$ cat src/hw/rtl/jeo_pkg.sv
// Package for the Josephus elimination order core.
// Holds the transaction payload types, the control state encoding and fixed widths.
// No dependencies.
package jeo_pkg;

	localparam int CNT_W     = 7;
	localparam int STEP_W    = 16;
	localparam int DIV_STEPS = 16;
	localparam int DIV_CNT_W = 4;

	// Input transaction: one whole problem.
	typedef struct packed {
		logic [CNT_W-1:0]  person_count;
		logic [CNT_W-1:0]  start_position;
		logic [STEP_W-1:0] step_length;
	} item_t;

	// Output transaction: one removed person, or the survivor.
	typedef struct packed {
		logic [CNT_W-1:0] person_id;
		logic             is_last;
	} result_t;

	typedef enum logic [2:0] {
		ST_IDLE,
		ST_FILL,
		ST_DIV_START,
		ST_DIV_STEP,
		ST_SCAN,
		ST_EMIT
	} state_t;

endpackage

$ cat src/hw/rtl/jeo_ram.sv
// Generic simple dual-port RAM: one write port, one read port, registered read data.
// No dependencies.
module jeo_ram #(
	parameter int WIDTH = 1,
	parameter int DEPTH = 64
) (
	input  logic                     clk,
	input  logic                     wr_en,
	input  logic [$clog2(DEPTH)-1:0] wr_addr,
	input  logic [WIDTH-1:0]         wr_data,
	input  logic                     rd_en,
	input  logic [$clog2(DEPTH)-1:0] rd_addr,
	output logic [WIDTH-1:0]         rd_data
);

	logic [WIDTH-1:0] mem [DEPTH];

	// Write port
	always_ff @(posedge clk) begin
		if (wr_en) begin
			mem[wr_addr] <= wr_data;
		end
	end

	// Read port, data registered on the clock after rd_en
	always_ff @(posedge clk) begin
		if (rd_en) begin
			rd_data <= mem[rd_addr];
		end
	end

endmodule

$ cat src/hw/rtl/josephus_elimination_order_core.sv
// Josephus elimination order core: top level.
// Depends on jeo_pkg and jeo_ram.
//
// Each input transaction is one complete problem: n people (the count, capped at MAX_PEOPLE),
// a start position and a step length. The block emits one result transaction per removed
// person in removal order, then the survivor with is_last set; a count of zero gives no
// result. The live map sits in a 1-bit RAM with registered read. An item first marks people
// 1..n live (the start offset is divided out in parallel), then per result it takes the step
// remainder on the shared serial divider, scans the live map one entry per cycle over fewer
// than n entries, and emits; the output can be held off by result_ready. A new item is taken
// only once the previous survivor is in the output register.
module josephus_elimination_order_core #(
	parameter int MAX_PEOPLE = 64
) (
	input  logic             clk,
	input  logic             arst_n,
	input  logic             item_valid,
	output logic             item_ready,
	input  jeo_pkg::item_t   item,
	output logic             result_valid,
	input  logic             result_ready,
	output jeo_pkg::result_t result
);

	localparam int IDX_W   = $clog2(MAX_PEOPLE);
	localparam int CMP_W   = (IDX_W > jeo_pkg::CNT_W) ? IDX_W : jeo_pkg::CNT_W;
	localparam int CNT_CAP = (MAX_PEOPLE < 127) ? MAX_PEOPLE : 127;
	localparam int CW      = jeo_pkg::CNT_W;
	localparam int SW      = jeo_pkg::STEP_W;

	jeo_pkg::state_t state_q, state_d;

	logic [CW-1:0]    n_q, rem_q, need_q, hits_q;
	logic [SW-1:0]    step_m1_q;
	logic [IDX_W-1:0] cur_q, scan_q, target_q, rd_addr_s1;
	logic             cur_live_q;

	logic [SW-1:0]                dvd_q;
	logic [CW-1:0]                dacc_q;
	logic [jeo_pkg::DIV_CNT_W-1:0] dcnt_q;
	logic                         div_busy_q;

	logic             rd_valid_s1;
	logic             out_valid_q;
	jeo_pkg::result_t out_q;

	logic             accept_go, div_load, emit_load, scan_found, div_done;
	logic             ram_we, ram_wdata, ram_re, ram_rdata;
	logic [IDX_W-1:0] ram_waddr;
	logic [CW-1:0]    n_sat, start_m1, divisor, dacc_next, need_new, hits_inc;
	logic [CW:0]      trial;
	logic [IDX_W-1:0] scan_next, cur_next;

	// Wrap an index at the current count
	function automatic logic [IDX_W-1:0] wrap_inc(input logic [IDX_W-1:0] p,
	                                              input logic [CW-1:0] n);
		logic [CW-1:0] last;
		last = n - 7'd1;
		if (CMP_W'(p) == CMP_W'(last)) begin
			return '0;
		end
		return p + 1'b1;
	endfunction

	// Saturate count, clamp start
	assign n_sat    = (item.person_count > CW'(CNT_CAP)) ? CW'(CNT_CAP) : item.person_count;
	assign start_m1 = (item.start_position == '0) ? '0 : item.start_position - 7'd1;

	// Serial restoring divider, one quotient bit per cycle; only the remainder is kept
	assign divisor   = (state_q == jeo_pkg::ST_DIV_STEP) ? rem_q : n_q;
	assign trial     = {dacc_q, dvd_q[SW-1]};
	assign dacc_next = (trial >= {1'b0, divisor}) ? CW'(trial - {1'b0, divisor}) : trial[CW-1:0];
	assign div_done  = div_busy_q && (dcnt_q == '0);
	assign need_new  = cur_live_q ? dacc_next : dacc_next + 7'd1;

	assign hits_inc  = hits_q + 7'd1;
	assign scan_next = wrap_inc(scan_q, n_q);
	assign cur_next  = wrap_inc(cur_q, n_q);
	assign accept_go = item_valid && item_ready && (item.person_count != '0);

	// Next state and control strobes
	always_comb begin
		state_d    = state_q;
		item_ready = 1'b0;
		div_load   = 1'b0;
		emit_load  = 1'b0;
		scan_found = 1'b0;
		ram_we     = 1'b0;
		ram_waddr  = scan_q;
		ram_wdata  = 1'b1;
		ram_re     = 1'b0;
		case (state_q)
			jeo_pkg::ST_IDLE: begin
				item_ready = 1'b1;
				if (item_valid && item.person_count != '0) begin
					state_d = jeo_pkg::ST_FILL;
				end
			end
			jeo_pkg::ST_FILL: begin
				ram_we = 1'b1;
				if (scan_next == '0) begin
					state_d = jeo_pkg::ST_DIV_START;
				end
			end
			jeo_pkg::ST_DIV_START: begin
				if (!div_busy_q) begin
					div_load = 1'b1;
					state_d  = jeo_pkg::ST_DIV_STEP;
				end
			end
			jeo_pkg::ST_DIV_STEP: begin
				if (div_done) begin
					state_d = (need_new == '0) ? jeo_pkg::ST_EMIT : jeo_pkg::ST_SCAN;
				end
			end
			jeo_pkg::ST_SCAN: begin
				if (rd_valid_s1 && ram_rdata && (hits_inc == need_q)) begin
					scan_found = 1'b1;
					state_d    = jeo_pkg::ST_EMIT;
				end else begin
					ram_re = 1'b1;
				end
			end
			jeo_pkg::ST_EMIT: begin
				if (!out_valid_q || result_ready) begin
					emit_load = 1'b1;
					if (rem_q == 7'd1) begin
						state_d = jeo_pkg::ST_IDLE;
					end else begin
						ram_we    = 1'b1;
						ram_waddr = target_q;
						ram_wdata = 1'b0;
						div_load  = 1'b1;
						state_d   = jeo_pkg::ST_DIV_STEP;
					end
				end
			end
			default: begin
				state_d = jeo_pkg::ST_IDLE;
			end
		endcase
	end

	// Control registers
	always_ff @(posedge clk or negedge arst_n) begin
		if (!arst_n) begin
			state_q     <= jeo_pkg::ST_IDLE;
			div_busy_q  <= 1'b0;
			rd_valid_s1 <= 1'b0;
			out_valid_q <= 1'b0;
		end else begin
			state_q     <= state_d;
			rd_valid_s1 <= ram_re;
			if (accept_go || div_load) begin
				div_busy_q <= 1'b1;
			end else if (div_done) begin
				div_busy_q <= 1'b0;
			end
			if (emit_load) begin
				out_valid_q <= 1'b1;
			end else if (result_ready) begin
				out_valid_q <= 1'b0;
			end
		end
	end

	// Datapath registers
	always_ff @(posedge clk) begin
		// Take a new problem and start the start-offset division
		if (accept_go) begin
			n_q        <= n_sat;
			rem_q      <= n_sat;
			step_m1_q  <= (item.step_length == '0) ? '0 : item.step_length - 16'd1;
			cur_live_q <= 1'b1;
			scan_q     <= '0;
			dvd_q      <= SW'(start_m1);
			dacc_q     <= '0;
			dcnt_q     <= jeo_pkg::DIV_CNT_W'(jeo_pkg::DIV_STEPS - 1);
		end else if (div_load) begin
			dvd_q  <= step_m1_q;
			dacc_q <= '0;
			dcnt_q <= jeo_pkg::DIV_CNT_W'(jeo_pkg::DIV_STEPS - 1);
		end else if (div_busy_q) begin
			dvd_q  <= {dvd_q[SW-2:0], 1'b0};
			dacc_q <= dacc_next;
			dcnt_q <= dcnt_q - 1'b1;
		end

		// Advance fill address
		if (state_q == jeo_pkg::ST_FILL) begin
			scan_q <= scan_next;
		end

		// Latch start offset when the first division ends
		if (div_done && state_q != jeo_pkg::ST_DIV_STEP) begin
			cur_q <= IDX_W'(dacc_next);
		end

		// Step remainder ready: set up the scan
		if (div_done && state_q == jeo_pkg::ST_DIV_STEP) begin
			need_q   <= need_new;
			hits_q   <= '0;
			target_q <= cur_q;
			scan_q   <= cur_next;
		end

		// Walk the live map
		if (ram_re) begin
			scan_q     <= scan_next;
			rd_addr_s1 <= scan_q;
		end
		if (state_q == jeo_pkg::ST_SCAN && rd_valid_s1 && ram_rdata) begin
			hits_q <= hits_inc;
		end
		if (scan_found) begin
			target_q <= rd_addr_s1;
		end

		// Emit and drop the target
		if (emit_load) begin
			out_q.person_id <= CW'(target_q) + 7'd1;
			out_q.is_last   <= (rem_q == 7'd1);
			rem_q           <= rem_q - 7'd1;
			cur_q           <= target_q;
			cur_live_q      <= 1'b0;
		end
	end

	jeo_ram #(
		.WIDTH(1),
		.DEPTH(MAX_PEOPLE)
	) u_alive_ram (
		.clk    (clk),
		.wr_en  (ram_we),
		.wr_addr(ram_waddr),
		.wr_data(ram_wdata),
		.rd_en  (ram_re),
		.rd_addr(scan_q),
		.rd_data(ram_rdata)
	);

	assign result_valid = out_valid_q;
	assign result       = out_q;

	// Live count never reaches zero while a problem is in flight
	a_rem_nonzero: assert property (@(posedge clk) disable iff (!arst_n)
		(state_q != jeo_pkg::ST_IDLE) |-> (rem_q != '0))
		else $error("remaining count is zero during a run");

	// Scan stays inside the circle
	a_scan_in_range: assert property (@(posedge clk) disable iff (!arst_n)
		ram_re |-> (CMP_W'(scan_q) < CMP_W'(n_q)))
		else $error("scan address beyond person count");

	// Map writes stay inside the circle
	a_write_in_range: assert property (@(posedge clk) disable iff (!arst_n)
		ram_we |-> (CMP_W'(ram_waddr) < CMP_W'(n_q)))
		else $error("live map write beyond person count");

	// Hit counter never passes the target count
	a_hits_bounded: assert property (@(posedge clk) disable iff (!arst_n)
		(state_q == jeo_pkg::ST_SCAN) |-> (hits_q < need_q))
		else $error("scan passed its target");

	// Emitted ids are real people
	a_id_range: assert property (@(posedge clk) disable iff (!arst_n)
		result_valid |-> (result.person_id != '0 && result.person_id <= CW'(CNT_CAP)))
		else $error("person id out of range");

endmodule

$ cat config.mk
export PLATFORM = sky130hd
export DESIGN_NAME = josephus_elimination_order_core
export DESIGN_NICKNAME = d
export VERILOG_FILES = /design/src/hw/rtl/jeo_pkg.sv /design/src/hw/rtl/jeo_ram.sv /design/src/hw/rtl/josephus_elimination_order_core.sv
export SDC_FILE = /design/constraint.sdc
export NUM_CORES = 1
export LEC_CHECK = 0
export BUFFER_PORTS_ARGS = -buffer_cell sky130_fd_sc_hd__buf_2
export CAP_MARGIN = 30
export CORE_MARGIN = 2
export CORE_UTILIZATION = 56
export CTS_CLUSTER_SIZE = 28
export DETAILED_ROUTE_END_ITERATION = 12
export GPL_TIMING_DRIVEN = 0
export PLACE_DENSITY = 0.88
export SYNTH_ARGS = -nofsm -noshare
export SYNTH_HDL_FRONTEND = slang
export SYNTH_HIERARCHICAL = 1
export SYNTH_SLANG_ARGS = --single-unit
export TNS_END_PERCENT = 10
$ cat constraint.sdc
create_clock -name clk -period 4.4 [get_ports clk]
set_input_delay 0.66 -clock clk [delete_from_list [all_inputs] [get_ports clk]]
set_output_delay 0.66 -clock clk [all_outputs]
set_load 0.005 [all_outputs]
==> key figures <==
CTS
  – Clock tree buffer depth: 2
  – CTS tree: yes
  – CTS clk-pin slew, worst paths: 0.07 ns
  – CTS Buf Count: 17
  – Clock Tree Root: clkbuf_16
  – Hold Buf Count CTS: 0
  – Clock Latency Late Sink: 0.44 ns
  – H-tree depth: 4
  – Clock sink count: 175

Setup path
  – CP Max Fanout: 8
  – CP delay by family, top: simple AND/OR/NAND/NOR gates
  – Arrival time at the worst endpoint: 4.72 ns
  – CP max stage cell: or4_4
  – Worst path cell trace: buf_6 -> nor2b_4 -> nand2_4 -> clkbuf_8 -> nand2_1 -> o21ai_1 -> ha_2 -> fa_2 -> nand2b_4 -> a211o_2 -> nand4_1 -> and2_2 -> ha_2 -> nor2b_1 -> a311o_1 -> or4_4 -> or4_4 -> o31ai_2
  – CP Buf/Inv Count: 2
  – CP Data Required Time: 4.75 ns
  – Element type at the critical path end: flop
  – CP peak stage delay: 0.43 ns
  – Crit Path Class: reg2reg
  – Setup crit start kind: flop

Die
  – Rows: 47
  – Core area: 16410 um2
  – Die Wd: 133.1 um
  – Die height: 133.1 um
  – Die area: 17710 um2
  – Initial Util: 56.86%
  – I/O pins: 44

Run status
  – Outcome: complete, no violations

Global route
  – First-pass GRT wire length: 32680 um
  – GR Util All Layers: 23.73%
  – Initial antenna violation count: 0
  – Largest net degree at the start of global routing: 74
  – Grt total ovfl: 0
  – Number of global-route vias before repair: 6591

STA
  – Setup TNS Final: 0 ns
  – Slew @ Worst Pin: 1.021 ns
  – Max Slew Vio Count: 0
  – Clock Skew: 0.01047 ns
  – WHS: 0.04343 ns
  – RSZ-0062 raised after global routing: yes
  – Final period util: 99.39%
  – Fmax: 228.7 MHz
  – Final period demand of the worst path: 4.373 ns
  – Setup-failing EPs final: 0
  – Number of hold violations in the final report: 0
  – Max-slew headroom: 31.92%

Logic synthesis
  – Async S/R FF share, synth: 3.429%
  – Synth Flop Type: edfxtp_1
  – Post-synth EDFFs: 148
  – Cell variety after synth: 71
  – Synth area leaders: edfxtp_1 48%, nor2_1 4.9%, dfxtp_1 4.5%
  – Cells after Synth: 820
  – Post-synth design cell area: 9329 um2
  – Syn nets: 874
  – Avg Cell Area, Syn: 11.38 um2
  – Yosys warns: 6
  – Cell taking the most area after synthesis: edfxtp_1
  – FF+latch count, synth: 175
  – Top cell type's share of synthesized area: 47.64%
  – Register area share after synthesis: 53.76%

Pwr
  – Leakage power: 3.917 nW
  – Design Power: 7.016 mW
  – Worst vdd ir: 0.4040 mV
  – P per Cell Area: 663.6 nW/um2

Drt
  – Pre-Repair DR Iteration Count: 5
  – DR iter-0 viols: 680
  – Detail Route met3 WL: 1767 um
  – WL met1: 8245 um
  – DRC violations left: 0
  – ANT nets after route: 0
  – WL final: 20350 um
  – Wire length on met2: 9755 um
  – Average routed wire per standard cell: 18.15 um
  – Top Layer Used: met4
  – Total vias in the final route: 6744
  – DR vias/cell: 6.016

Layout
  – Final design utilization: 64.45%
  – Fin nets: 942
  – Finished Cell Area: 10570 um2
  – Most frequent cells in the layout: 148 x edfxtp_1, 119 x nor2_1, 71 x nand2_1
  – Antenna cells: 0
  – Area growth syn-to-layout: 13.35%
  – Share of cells above drive strength 1: 15.32%
  – Commonest non-fill, non-tap cell in the layout: edfxtp_1

Flow run
  – Max cap viols: 0

Placed design
  – GPL Wtd Cong: 0.8989
  – HPWL after detailed placement: 13860 um
  – IO buf count: 43
  – Dpl cell area: 9824 um2

Min path
  – HP Class: in2async
-- registers in the layout, summed over array words and instances (netlist names), 3 cells and up --
register         count
rem_q                7
result               8
cur_q                6
step_m1_q           16
n_q                  7
rd_addr_s1           6
hits_q               7
u_alive_ram/mem     64
need_q               7
scan_q               6
target_q             6
state_q              3
dcnt_q               4
dacc_q               7
dvd_q               16
-- routing by layer --
layer / vias to the layer above / track usage (%)
met5: - / 0
met1: 3202 / 31.21
met4: 0 / 9.140
li1: 3120 / -
met2: 366 / 38.95
met3: 56 / 5.019
-- logic make-up after synthesis --
| group | synth area share, % |
|---|---|
| AO/OA/AOI/OAI | 7.095 |
| multiplexers | 8.168 |
| AND/OR/NAND/NOR | 18.01 |
| XOR/XNOR | 7.605 |
| buffers and inverters | 2.602 |
| flip-flops | 53.76 |
| adder cells (fa/ha/maj) | 2.763 |
-- where the power goes --
part	switching (mW)	total, mW	internal, mW
Sequential	0.242	2.42	2.17
Combinational	1.78	3.10	1.32
Clock	0.655	1.50	0.841
Total	2.68	7.02	4.34
-- path summary, 6_finish.rpt --
path	cells past startpoint	start	to	slack [ns]
setup / recovery	18	state_q[1]	state_q[0]	0.03
hold / removal	1	arst_n	state_q[2]	0.04
setup reg to reg	18	state_q[1]	state_q[0]	0.03
hold reg to reg	2	dvd_q[14]	dvd_q[14]	0.50
max in group asynchronous	1	arst_n	state_q[0]	4.20
min in group clk	2	dvd_q[14]	dvd_q[14]	0.50
-- area by class of cell --
class	instances	area, um2
timing repair buffer	49	266.5
inverter	29	108.9
buffer	31	151.4
multi-input combinational	585	4175
tap	220	275.3
sequential	175	5015
fill	1151	5833
clock buffer	17	425.4
clock inverter	15	156.4
-- worst reg2reg max path, cell delays in order (launching register included) --
cell and delay [ns]:
dfrtp_1 0.35, buf_6 0.14, nor2b_4 0.18, nand2_4 0.08, clkbuf_8 0.18, nand2_1 0.06
o21ai_1 0.10, ha_2 0.21, fa_2 0.36, nand2b_4 0.18, a211o_2 0.33, nand4_1 0.14
and2_2 0.24, ha_2 0.29, nor2b_1 0.14, a311o_1 0.29, or4_4 0.41, or4_4 0.43
o31ai_2 0.17
-- per-stage QoR --
| stage | cells | worst slack [ns] |
|---|---|---|
| floorplan | 820 | 0.1036 |
| global placement | 1083 | -0.5562 |
| detailed placement | 1083 | -0.6356 |
| CTS | 1118 | 0.01562 |
| global route | 1121 | -0.1327 |
| finish | 1121 | 0.02706 |
-- Yosys cell counts (4+ instances only) --
master    instances
nand2b_1         10
dfrtp_1           6
xor2_1           30
o21ai_0          17
o22ai_1          12
nand3_1          28
xnor2_1          38
a22oi_1          10
mux4_1            7
and3_1            7
nand4_1           8
nand2_1          72
a21o_1            4
nor4b_1           4
clkbuf_1         27
edfxtp_1        148
nor4_1            6
and2_1           10
mux2i_1          24
dfxtp_1          21
a211oi_1          8
ha_1             19
or3_1             5
a21oi_1          16
mux4_2           10
nor2_1          122
nor3_1           16
mux2_2           10
nor2b_1          22
nand3b_1         14
xnor3_1           4
inv_1            28
-- repair_timing --
item	in CTS	in global routing
pin swaps	1	4
cloned	1	0
resized for setup	17	12
buffers inserted	2	2
setup endpoints to repair	3	35
Note: power is estimated with default switching activity, not from simulation.
